## src/sv/mbp_pkg.sv

```systemverilog
`timescale 1ns / 1ps
// Package for the MSB-first bit packer: transaction structs, operation codes
// and default sizes. Used by mbp_front, mbp_back and the top level; depends on nothing.

package mbp_pkg;

	localparam int BUF_BYTES_DEF = 4096;
	localparam int CAP_REG_W = 13;
	localparam logic [CAP_REG_W-1:0] CAP_RESET = 13'd4096;

	// Input modes as they arrive on the item channel.
	localparam logic [1:0] MODE_APPEND = 2'd0;
	localparam logic [1:0] MODE_READ = 2'd1;
	localparam logic [1:0] MODE_CLEAR = 2'd2;

	// Operations after classification.
	localparam logic [1:0] OP_APPEND = 2'd0;
	localparam logic [1:0] OP_READ = 2'd1;
	localparam logic [1:0] OP_CLEAR = 2'd2;
	localparam logic [1:0] OP_NOP = 2'd3;

	typedef struct packed {
		logic [1:0] mode;
		logic [7:0] src_byte;
		logic [2:0] first_bit;
		logic [3:0] bit_count;
		logic last_of_call;
	} item_t;

	typedef struct packed {
		logic read_bit;
		logic [3:0] dropped_in_item;
		logic [31:0] dropped_in_call;
		logic buffer_full;
		logic read_past_end;
		logic [15:0] bit_position;
	} result_t;

	// Classified command: bits holds the taken source bits left-aligned and
	// masked, count is the run length after clipping at the source LSB.
	typedef struct packed {
		logic [1:0] op;
		logic [7:0] bits;
		logic [3:0] count;
		logic last;
	} cmd_t;

endpackage

```

## src/sv/mbp_front.sv

```systemverilog
`timescale 1ns / 1ps
// Front end of the bit packer: accepts items, classifies them into commands
// and holds them in a two-entry queue for the back end. Uses mbp_pkg.

module mbp_front (
	input logic clk,
	input logic arst_n,
	input logic item_valid,
	output logic item_ready,
	input mbp_pkg::item_t item,
	output logic cmd_valid,
	input logic cmd_pop,
	output mbp_pkg::cmd_t cmd
);

	mbp_pkg::cmd_t cls;
	mbp_pkg::cmd_t queue_q [2];
	logic wr_ptr_q;
	logic rd_ptr_q;
	logic [1:0] count_q;
	logic [3:0] avail;
	logic [3:0] run_len;
	logic [7:0] aligned;
	logic push;

	always_comb begin
		// A run never reaches past the LSB of the source byte.
		avail = 4'd8 - {1'b0, item.first_bit};
		run_len = (item.bit_count > avail) ? avail : item.bit_count;
		aligned = item.src_byte << item.first_bit;
		cls.bits = aligned & ~(8'hFF >> run_len);
		cls.count = run_len;
		cls.last = item.last_of_call;
		unique case (item.mode)
			mbp_pkg::MODE_APPEND: cls.op = mbp_pkg::OP_APPEND;
			mbp_pkg::MODE_READ: cls.op = mbp_pkg::OP_READ;
			mbp_pkg::MODE_CLEAR: cls.op = mbp_pkg::OP_CLEAR;
			default: cls.op = mbp_pkg::OP_NOP;
		endcase
	end

	assign item_ready = (count_q != 2'd2);
	assign push = item_valid && item_ready;
	assign cmd_valid = (count_q != 2'd0);
	assign cmd = queue_q[rd_ptr_q];

	always_ff @(posedge clk) begin
		if (push) begin
			queue_q[wr_ptr_q] <= cls;
		end
	end

	always_ff @(posedge clk or negedge arst_n) begin
		if (!arst_n) begin
			wr_ptr_q <= 1'b0;
			rd_ptr_q <= 1'b0;
			count_q <= 2'd0;
		end else begin
			if (push) begin
				wr_ptr_q <= ~wr_ptr_q;
			end
			if (cmd_pop) begin
				rd_ptr_q <= ~rd_ptr_q;
			end
			if (push && !cmd_pop) begin
				count_q <= count_q + 2'd1;
			end else if (!push && cmd_pop) begin
				count_q <= count_q - 2'd1;
			end
		end
	end

endmodule

```

## config.mk

```make
export PLATFORM = sky130hd
export DESIGN_NAME = mbp_front
export DESIGN_NICKNAME = d
export VERILOG_FILES = /design/src/sv/mbp_pkg.sv /design/src/sv/mbp_front.sv
export SDC_FILE = /design/constraint.sdc
export NUM_CORES = 1
export LEC_CHECK = 0
export BUFFER_PORTS_ARGS = -buffer_cell sky130_fd_sc_hd__clkbuf_2
export CAP_MARGIN = 30
export CORE_ASPECT_RATIO = 1.4
export CORE_MARGIN = 2
export CORE_UTILIZATION = 38
export DETAILED_ROUTE_END_ITERATION = 6
export GPL_TIMING_DRIVEN = 0
export PLACE_DENSITY_LB_ADDON = 0.05
export RECOVER_POWER = 25
export REMOVE_ABC_BUFFERS = 1
export SLEW_MARGIN = 20
export SYNTH_ARGS = -nofsm -noshare
export SYNTH_HDL_FRONTEND = slang
export SYNTH_SLANG_ARGS = --single-unit
export TNS_END_PERCENT = 30
```

## constraint.sdc

```tcl
create_clock -name clk -period 3.6 [get_ports clk]
set_input_delay 1.08 -clock clk [delete_from_list [all_inputs] [get_ports clk]]
set_output_delay 1.08 -clock clk [all_outputs]
set_load 0.1 [all_outputs]
```

==> results of run 1 <==
==> placed cells by master, fill, tap and decap left out, drive strengths merged, types with 5 or more instances in the layout <==
cell type,instances
clkbuf,44
inv,9
nor2,6
o21ai,8
a211oi,5
ha,5
mux2i,5
mux2,18
edfxtp,30
a311oi,5
nand2,6
==> cell type report <==
cell class	count	area (µm²)	share of cell area, %
Clock inverter	2	8.76	0.387
Multi-Input combinational cell	94	845	37.3
Inverter	9	33.8	1.49
Timing Repair Buffer	41	223	9.84
Sequential cell	34	1000	44.2
Tap cell	64	80.1	3.54
Clock buffer	6	72.6	3.21
==> per-layer routing <==
| metal | track usage [%] | vias to the layer above |
|---|---|---|
| li1 | - | 633 |
| met1 | 15.4 | 591 |
| met2 | 26.0 | 42 |
| met3 | 3.60 | 6 |
| met4 | 6.96 | 0 |
| met5 | 0 | - |
==> sequential cells by signal (all words and copies together), names as in the netlist <==
name and count:
queue_q 30, count_q 2, rd_ptr_q 1, wr_ptr_q 1
==> logic make-up after synthesis <==
logic type | count (synthesis) | share of synthesized area (%)
and+or+nand+nor | 31 | 8.97
muxes | 25 | 15.5
buffers and inverters | 20 | 5.33
xor gates and xnor gates | 6 | 3.71
DFF | 34 | 52.0
AOI/OAI and AO/OA | 27 | 11.2
adders and majority gates | 5 | 3.25
==> power groups by stage <==
| stage | Clock (mW) | Combinational [mW] | Sequential, mW |
|---|---|---|---|
| 2_1_floorplan | 0 | 0.943 | 0.614 |
| 3_3_place_gp | 0 | 1.09 | 0.632 |
| 3_5_place_dp | 0 | 1.09 | 0.641 |
| 4_1_cts | 0.267 | 1.11 | 0.633 |
| 5_1_grt | 0.281 | 1.15 | 0.642 |
| 6_report | 0.256 | 1.10 | 0.629 |
==> repair_timing <==
action | in CTS | in global routing
pin swaps | 1 | 1
gates resized for setup | 2 | 4
setup buffers | 3 | 0
gates cloned | 0 | 0
endpoints found under the hold margin | 0 | 0
endpoints found under the setup margin | 20 | 18
==> synth_stat cells (all sizes together) (2+ instances only) <==
master  instances  share of area, %
mux4            2               2.3
or2             2              0.65
nor3            3              0.78
inv             9               1.8
mux2i           5               2.6
buf             5               2.4
a211oi          5               2.2
dfrtp           4               5.2
xnor2           2              0.91
clkbuf          6               1.2
o21a            2              0.78
o21ai           8               2.1
a21oi           2              0.52
edfxtp         30                47
nor2            6               1.2
a311oi          5               2.3
nand3           3              0.78
nand2           6               1.2
ha              5               3.3
xor2            4               2.8
and3            2              0.72
mux2           18                11
nor4            2              0.98
==> worst paths after layout <==
| kind | slack [ns] | depth (start not counted) | to | from |
|---|---|---|---|---|
| worst max-delay path | 0.18 | 10 | queue_q[0][2] | item[5] |
| worst min-delay path | 0.50 | 1 | count_q[1] | count_q[1] |
| worst max register to register | 1.86 | 3 | queue_q[0][7] | count_q[0] |
| worst min register to register | 0.50 | 1 | count_q[1] | count_q[1] |
| max in group asynchronous | 2.80 | 1 | count_q[0] | arst_n |
| min in group asynchronous | 0.62 | 1 | count_q[1] | arst_n |
==> run_results.csv, run 1 <==
group,metric,value,unit
outcome,outcome,"finished clean",
synthesis,synth_area,1920,µm²
power_and_ir_drop,leakage,0.879,nW
power_and_ir_drop,vdd_drop_max,0.000267,V
global_routing,antenna_found_initial,0,
cts,worstSkewPairLatency,0.27,ns
place,portBuffers,38,
timing,relSlewSlack,43.8,%
setup_path,cp_max_fo,17,
detailed_routing,met3_length,176,µm
setup_path,worstPathRequired,3.62,ns
setup_path,path_cells,"clkbuf_4, inv_1, ha_1, inv_1, ha_1, nor2b_1, o21ai_1, a221oi_4, buf_12, mux2_2",
setup_path,crit_slowest_cell,"ha_1",
place,dp_slack,-0.754,ns
place,place_congestion,0.786,
timing,skew,0.00308,ns
floorplan,start_util,39.4,%
power_and_ir_drop,p_comb_share,55.5,%
timing,finalCritPeriodShare,95.0,%
power_and_ir_drop,clockPowerShare,12.9,%
floorplan,die-area,5660,µm²
flow_run,maxCapViolations,0,
place,dpl.cell_count,239,
setup_path,cpPeakStageDelay,0.42,ns
power_and_ir_drop,power,1.99,mW
setup_path,cp-start-kind,"primary input",
layout,area_growth,17.6,%
detailed_routing,drt-total-wl,3640,µm
detailed_routing,final_antenna_net_count,0,
cts,path_clk_slew,0.06,ns
timing,hold_violations,0,
timing,finalMaxSlewViolations,0,
synthesis,synth_cell_types,42,
power_and_ir_drop,p_sw,1.06,mW
detailed_routing,wl_met2,1910,µm
layout,final_util,46.4,%
global_routing,grt_pass1_vias,1304,
layout,drive_gt1_share,41.4,%
floorplan,die_w,64.1,µm
synthesis,async_reset_ff_share,11.8,%
floorplan,core_area,4880,µm²
power_and_ir_drop,power.internal,0.926,mW
timing,tightest_slew,0.843,ns
timing,finalSetupViolations,0,
global_routing,grt_pass1_wl,6080,µm
detailed_routing,dr.pass1.iters,4,
floorplan,io-pin-count,39,
detailed_routing,wl_met1,1480,µm
layout,final_area,2260,µm²
synthesis,netlist_instances,148,
setup_path,crit_path_end_kind,"flop",
detailed_routing,first_iter_violations,37,
layout,fin_nets,212,
setup_path,path_delay_family,"adder cells",
timing,min_period,3.42,ns
timing,fin_ws,0.180,ns
layout,antenna_cells,0,
timing,rsz0062_at_grt,"false",
cts,clockBufferDepth,2,
setup_path,worstPathArrival,3.44,ns
global_routing,grtUsageTotal,14.3,%
power_and_ir_drop,switching_share,53.4,%
layout,finalNonFillerCells,250,
global_routing,overflow,0,
timing,tns,0,ns
setup_path,crit_type,"primary input to flop",
synthesis,synth_area_per_cell,13.0,µm²
floorplan,die_h,88.2,µm
synthesis,yosysSeqAreaShare,52.0,%
power_and_ir_drop,power_density,878,nW/µm²
cts,cts.sinks,34,
synthesis,synth_edf_count,30,
synthesis,synthFlopType,"edfxtp_1",
cts,htree_levels,2,
cts,clockRootBuffer,"clkbuf_8",
global_routing,grt_max_degree,18,
place,place_hpwl,2690,µm
cts,tritoncts,"yes",
timing,hold_slack,0.499,ns
cts,numCtsBuffers,5,
detailed_routing,top_layer_used,"met4",
power_and_ir_drop,p_seq_share,31.6,%
layout,fillers,469,
cts,ctsHoldBuffers,0,
timing,clock.fmax,0.292,GHz
synthesis,ys_ff_latch,34,
detailed_routing,vias,1272,
detailed_routing,via_per_inst,5.09,
floorplan,num_rows,30,
detailed_routing,drc_errors,0,
setup_path,critPathBufInv,4,
place,place_area,2130,µm²
detailed_routing,wl_per_cell,14.6,µm
synthesis,yosys_warnings,0,
worst_hold_path,hold_path_class,"flop to flop",
Note: power is estimated with default switching activity, not from simulation.
==> run 2, diff against run 1 <==
--- a/config.mk
+++ b/config.mk
@@ -15,6 +15,7 @@
 export PLACE_DENSITY_LB_ADDON = 0.05
 export RECOVER_POWER = 25
 export REMOVE_ABC_BUFFERS = 1
+export SETUP_SLACK_MARGIN = 0.2
 export SLEW_MARGIN = 20
 export SYNTH_ARGS = -nofsm -noshare
 export SYNTH_HDL_FRONTEND = slang
==> run_results.csv, run 2 (synthesis gave the netlist of run 1 again) <==
group,metric,value,unit
setup_path,critPathBufInv,4,
timing,tightest_slew,0.842,ns
flow_run,maxCapViolations,0,
layout,antenna_cells,0,
timing,hold_slack,0.499,ns
setup_path,reg2reg_depth,3,
floorplan,die-area,5660,µm²
detailed_routing,drc_errors,0,
place,place_hpwl,2690,µm
setup_path,r2r_slack,1.86,ns
power_and_ir_drop,power,2.00,mW
setup_path,cp-start-kind,"primary input",
cts,clockRootBuffer,"clkbuf_8",
layout,layout.cells.most_common_list,"clkbuf_2 (32), edfxtp_1 (30), mux2_2 (18)",
setup_path,cp_max_fo,16,
floorplan,io-pin-count,39,
detailed_routing,vias,1287,
setup_path,crit_slowest_cell,"ha_2",
timing,finalSetupViolations,0,
timing,rsz0062_at_grt,"false",
setup_path,crit_path_end_kind,"flop",
setup_path,r2r_start,"count_q[0]",
place,portBuffers,38,
place,dpl.cell_count,239,
timing,skew,0.00409,ns
cts,worstSkewPairLatency,0.27,ns
floorplan,num_rows,30,
detailed_routing,first_iter_violations,50,
setup_path,worstPathArrival,3.31,ns
worst_hold_path,hold_path_class,"flop to flop",
layout,area_growth,20.4,%
floorplan,core_area,4880,µm²
detailed_routing,via_per_inst,5.09,
layout,finalNonFillerCells,253,
setup_path,path_delay_family,"adder cells",
floorplan,start_util,39.4,%
cts,cts.sinks,34,
layout,largest_register_ffs,30,
power_and_ir_drop,leakage,0.901,nW
floorplan,die_h,88.2,µm
timing,clock.fmax,0.304,GHz
place,dp_slack,-0.754,ns
cts,clockBufferDepth,2,
global_routing,grt_pass1_vias,1312,
power_and_ir_drop,vdd_drop_max,0.000267,V
outcome,outcome,"finished clean",
setup_path,worstPathRequired,3.62,ns
global_routing,antenna_found_initial,0,
place,place_congestion,0.786,
layout,drive_gt1_share,43.4,%
cts,tritoncts,"yes",
layout,top_register,"queue_q",
layout,final_util,47.5,%
setup_path,timing.rr.end,"queue_q[0][7]",
timing,hold_violations,0,
detailed_routing,dr.pass1.iters,4,
cts,numCtsBuffers,5,
detailed_routing,final_antenna_net_count,0,
timing,finalMaxSlewViolations,0,
setup_path,path_cells,"clkbuf_4, inv_1, ha_2, inv_1, ha_1, nor2b_4, o21ai_1, a221oi_4, buf_12, mux2_2",
timing,finalCritPeriodShare,91.3,%
layout,layout_commonest_cell,"clkbuf_2",
timing,min_period,3.29,ns
floorplan,die_w,64.1,µm
global_routing,grt_max_degree,18,
setup_path,crit_type,"primary input to flop",
worst_hold_path,hp-start,"count_q[1]",
worst_hold_path,min_to,"count_q[1]",
timing,relSlewSlack,43.8,%
setup_path,cpPeakStageDelay,0.40,ns
global_routing,grt_pass1_wl,6130,µm
global_routing,grtUsageTotal,14.4,%
global_routing,overflow,0,
layout,reg.largest.list,"queue_q (30), count_q (2)",
cts,path_clk_slew,0.06,ns
timing,fin_ws,0.314,ns
setup_path,path_common_cell,"inv_1",
cts,htree_levels,2,
detailed_routing,drt-total-wl,3700,µm
worst_hold_path,min_path_cells,1,
power_and_ir_drop,power_density,863,nW/µm²
detailed_routing,wl_per_cell,14.6,µm
layout,fillers,467,
layout,fin_nets,215,
[run 2: cell types whose count changed in the layout (fill, tap and decap cells not counted), sizes merged]
cell / change
buf: +4
clkbuf: -1
[run 2: worst max path at each step]
stage / to / startpoint / slack [ns] / cells after the start
2_1_floorplan: queue_q[0][8] / item[6] / 0.13 / 8
3_5_place_dp: queue_q[1][8] / item[5] / -0.75 / 9
3_3_place_gp: queue_q[0][8] / item[5] / -0.72 / 9
4_1_cts: queue_q[0][12] / item[5] / 0.22 / 11
5_1_grt: queue_q[0][12] / item[6] / 0.19 / 11
6_report: queue_q[0][2] / item[6] / 0.31 / 10
[run 2: layout make-up]
cell class	instances	area, µm²	area share (%)
clock buffer	6	72.6	3.13
clock inverter	2	8.76	0.378
inverter	9	33.8	1.46
multi-input combinational	94	870	37.5
sequential	34	1000	43.2
tap	64	80.1	3.46
timing repair buffer	44	251	10.9
[run 2: per-stage QoR]
stage | TNS (ns) | area [µm²]
finish | 0 | 2320
global placement | -10.98 | 2130
CTS | 0 | 2270
floorplan | 0 | 1860
detailed placement | -12.03 | 2130
global route | 0 | 2320
[run 2: routing by layer]
| metal | share of wire [%] | vias to the layer above | wire length (µm) | global-route usage [%] |
|---|---|---|---|---|
| li1 | - | 643 | - | - |
| met1 | 41 | 600 | 1530 | 15.7 |
| met2 | 52 | 38 | 1930 | 25.9 |
| met3 | 4.5 | 6 | 166 | 3.60 |
| met4 | 2.1 | 0 | 78 | 6.96 |
| met5 | 0 | - | 0 | 0 |
[run 2: repair_timing]
item | in CTS | in global routing
gates resized for setup | 6 | 8
buffers inserted | 3 | 3
pin swaps | 1 | 4
hold buffers | 0 | 0
setup endpoints to repair | 24 | 20
[run 2: power by group]
group | internal, mW | switching (mW) | leakage [nW]
logic | 0.244 | 0.873 | 0.531
registers | 0.558 | 0.0704 | 0.328
clock network | 0.133 | 0.122 | 0.0426
==> run 3, diff against run 2 <==
==> constraint.sdc (replaced) <==
create_clock -name clk -period 3.9 [get_ports clk]
set_input_delay 1.17 -clock clk [delete_from_list [all_inputs] [get_ports clk]]
set_output_delay 1.17 -clock clk [all_outputs]
set_load 0.1 [all_outputs]
==> run_results.csv, run 3 (synthesis gave the netlist of run 1 again) <==
group,metric,value,unit
setup_path,crit_start,"item[5]",
detailed_routing,dr.pass1.iters,4,
floorplan,io-pin-count,39,
global_routing,antenna_found_initial,0,
layout,final_util,46.4,%
place,dp_slack,-0.544,ns
place,portBuffers,38,
timing,min_period,3.51,ns
floorplan,die-area,5660,µm²
power_and_ir_drop,switching_share,53.4,%
power_and_ir_drop,p_seq_share,31.6,%
floorplan,core_area,4880,µm²
cts,worstSkewPairLatency,0.27,ns
floorplan,die_h,88.2,µm
layout,multi_input_area,845,µm²
setup_path,endpoint,"queue_q[0][2]",
layout,area_growth,17.6,%
place,dpl.cell_count,239,
detailed_routing,first_iter_violations,37,
setup_path,reg2reg_depth,3,
timing,hold_violations,0,
layout,layout_commonest_cell,"clkbuf_2",
detailed_routing,final_antenna_net_count,0,
detailed_routing,vias,1273,
layout,top_register,"queue_q",
outcome,outcome,"finished clean",
power_and_ir_drop,power,1.84,mW
setup_path,timing.rr.end,"queue_q[0][7]",
floorplan,die_w,64.1,µm
setup_path,cp_max_fo,17,
cts,path_clk_slew,0.06,ns
floorplan,start_util,39.4,%
timing,finalSetupViolations,0,
power_and_ir_drop,vdd_drop_max,0.000246,V
cts,clockRootBuffer,"clkbuf_8",
global_routing,grtUsageTotal,14.3,%
detailed_routing,drt-total-wl,3640,µm
layout,regArea,1000,µm²
timing,skew,0.00322,ns
layout,antenna_cells,0,
flow_run,maxCapViolations,0,
power_and_ir_drop,leakage,0.876,nW
timing,rsz0062_at_grt,"false",
power_and_ir_drop,power.internal,0.854,mW
power_and_ir_drop,p_comb_share,55.5,%
cts,htree_levels,2,
worst_hold_path,hold_path_class,"flop to flop",
power_and_ir_drop,power_density,811,nW/µm²
timing,tightest_slew,0.843,ns
layout,layout.cells.most_common_list,"clkbuf_2 (32), edfxtp_1 (30), mux2_2 (18)",
global_routing,grt_max_degree,18,
layout,drive_gt1_share,40.9,%
power_and_ir_drop,clockPowerShare,12.9,%
setup_path,r2r_start,"count_q[0]",
global_routing,overflow,0,
detailed_routing,via_per_inst,5.09,
place,place_hpwl,2690,µm
detailed_routing,drc_errors,0,
power_and_ir_drop,p_sw,0.981,mW
cts,numCtsBuffers,5,
setup_path,crit_path_end_kind,"flop",
layout,fin_nets,212,
timing,clock.fmax,0.285,GHz
setup_path,cp-start-kind,"primary input",
timing,finalCritPeriodShare,90.0,%
layout,largest_register_ffs,30,
setup_path,worstPathRequired,3.92,ns
layout,fillers,470,
setup_path,worstPathArrival,3.53,ns
global_routing,grt_pass1_wl,6080,µm
cts,tritoncts,"yes",
setup_path,r2r_slack,2.17,ns
cts,cts.sinks,34,
timing,fin_ws,0.390,ns
timing,hold_slack,0.496,ns
global_routing,grt_pass1_vias,1304,
place,place_congestion,0.786,
layout,finalNonFillerCells,250,
timing,relSlewSlack,43.7,%
detailed_routing,wl_per_cell,14.6,µm
worst_hold_path,min_path_cells,1,
timing,finalMaxSlewViolations,0,
setup_path,crit_type,"primary input to flop",
layout,reg.largest.list,"queue_q (30), count_q (2)",
cts,clockBufferDepth,2,
floorplan,num_rows,30,
## run 3: cell count changes in the layout (fill, tap and decap cells not counted), sizes merged
cell    previous run  this run
clkbuf            43        44
buf                7         3
## run 3: how the worst min path moves through the flow
stage	to	from	slack [ns]
after floorplan	count_q[1]	count_q[1]	0.46
final	count_q[1]	count_q[1]	0.50
after detailed placement	count_q[1]	count_q[1]	0.50
after CTS	count_q[1]	count_q[1]	0.51
after global routing	count_q[1]	count_q[1]	0.51
after global placement	count_q[1]	count_q[1]	0.48
## run 3: metrics by stage
| stage | TNS (ns) | area (µm²) |
|---|---|---|
| after floorplan | 0 | 1860 |
| after global placement | -6.35 | 2130 |
| after detailed placement | -7.26 | 2130 |
| after CTS | 0 | 2250 |
| after global routing | 0 | 2260 |
| final | 0 | 2260 |
## run 3: layout make-up
cell class | instances | area share (%)
clock buffer | 6 | 3.21
timing repair buffer | 41 | 9.79
inverter | 9 | 1.49
clock inverter | 2 | 0.387
multi-input combinational | 94 | 37.3
sequential | 34 | 44.2
tap | 64 | 3.54
## run 3: power groups by stage
| stage | sequential (mW) | clock, mW | combinational [mW] |
|---|---|---|---|
| 2_1_floorplan | 0.567 | 0 | 0.870 |
| 3_3_place_gp | 0.583 | 0 | 1.00 |
| 3_5_place_dp | 0.591 | 0 | 1.01 |
| 4_1_cts | 0.585 | 0.247 | 1.03 |
| 5_1_grt | 0.593 | 0.260 | 1.07 |
| 6_report | 0.581 | 0.236 | 1.02 |
## run 3: routing by layer
layer	global-route usage, %	up-vias	wire [µm]
met4	6.96	0	78
met5	0	-	0
li1	-	633	-
met2	26.0	42	1910
met3	3.60	6	175
met1	15.4	592	1470
## run 3: timing repair
item,4_1_cts,5_1_grt
buffers inserted,3,0
hold buffers,0,0
pin swaps,1,1
endpoints found under the setup margin,20,18
resized for setup,2,4
## run 3: critical path, cell delays in order
cell	delay (ns)
clkbuf_4	0.24
inv_1	0.09
ha_1	0.42
inv_1	0.09
ha_1	0.32
nor2b_1	0.23
o21ai_1	0.13
a221oi_4	0.30
buf_12	0.18
mux2_2	0.36
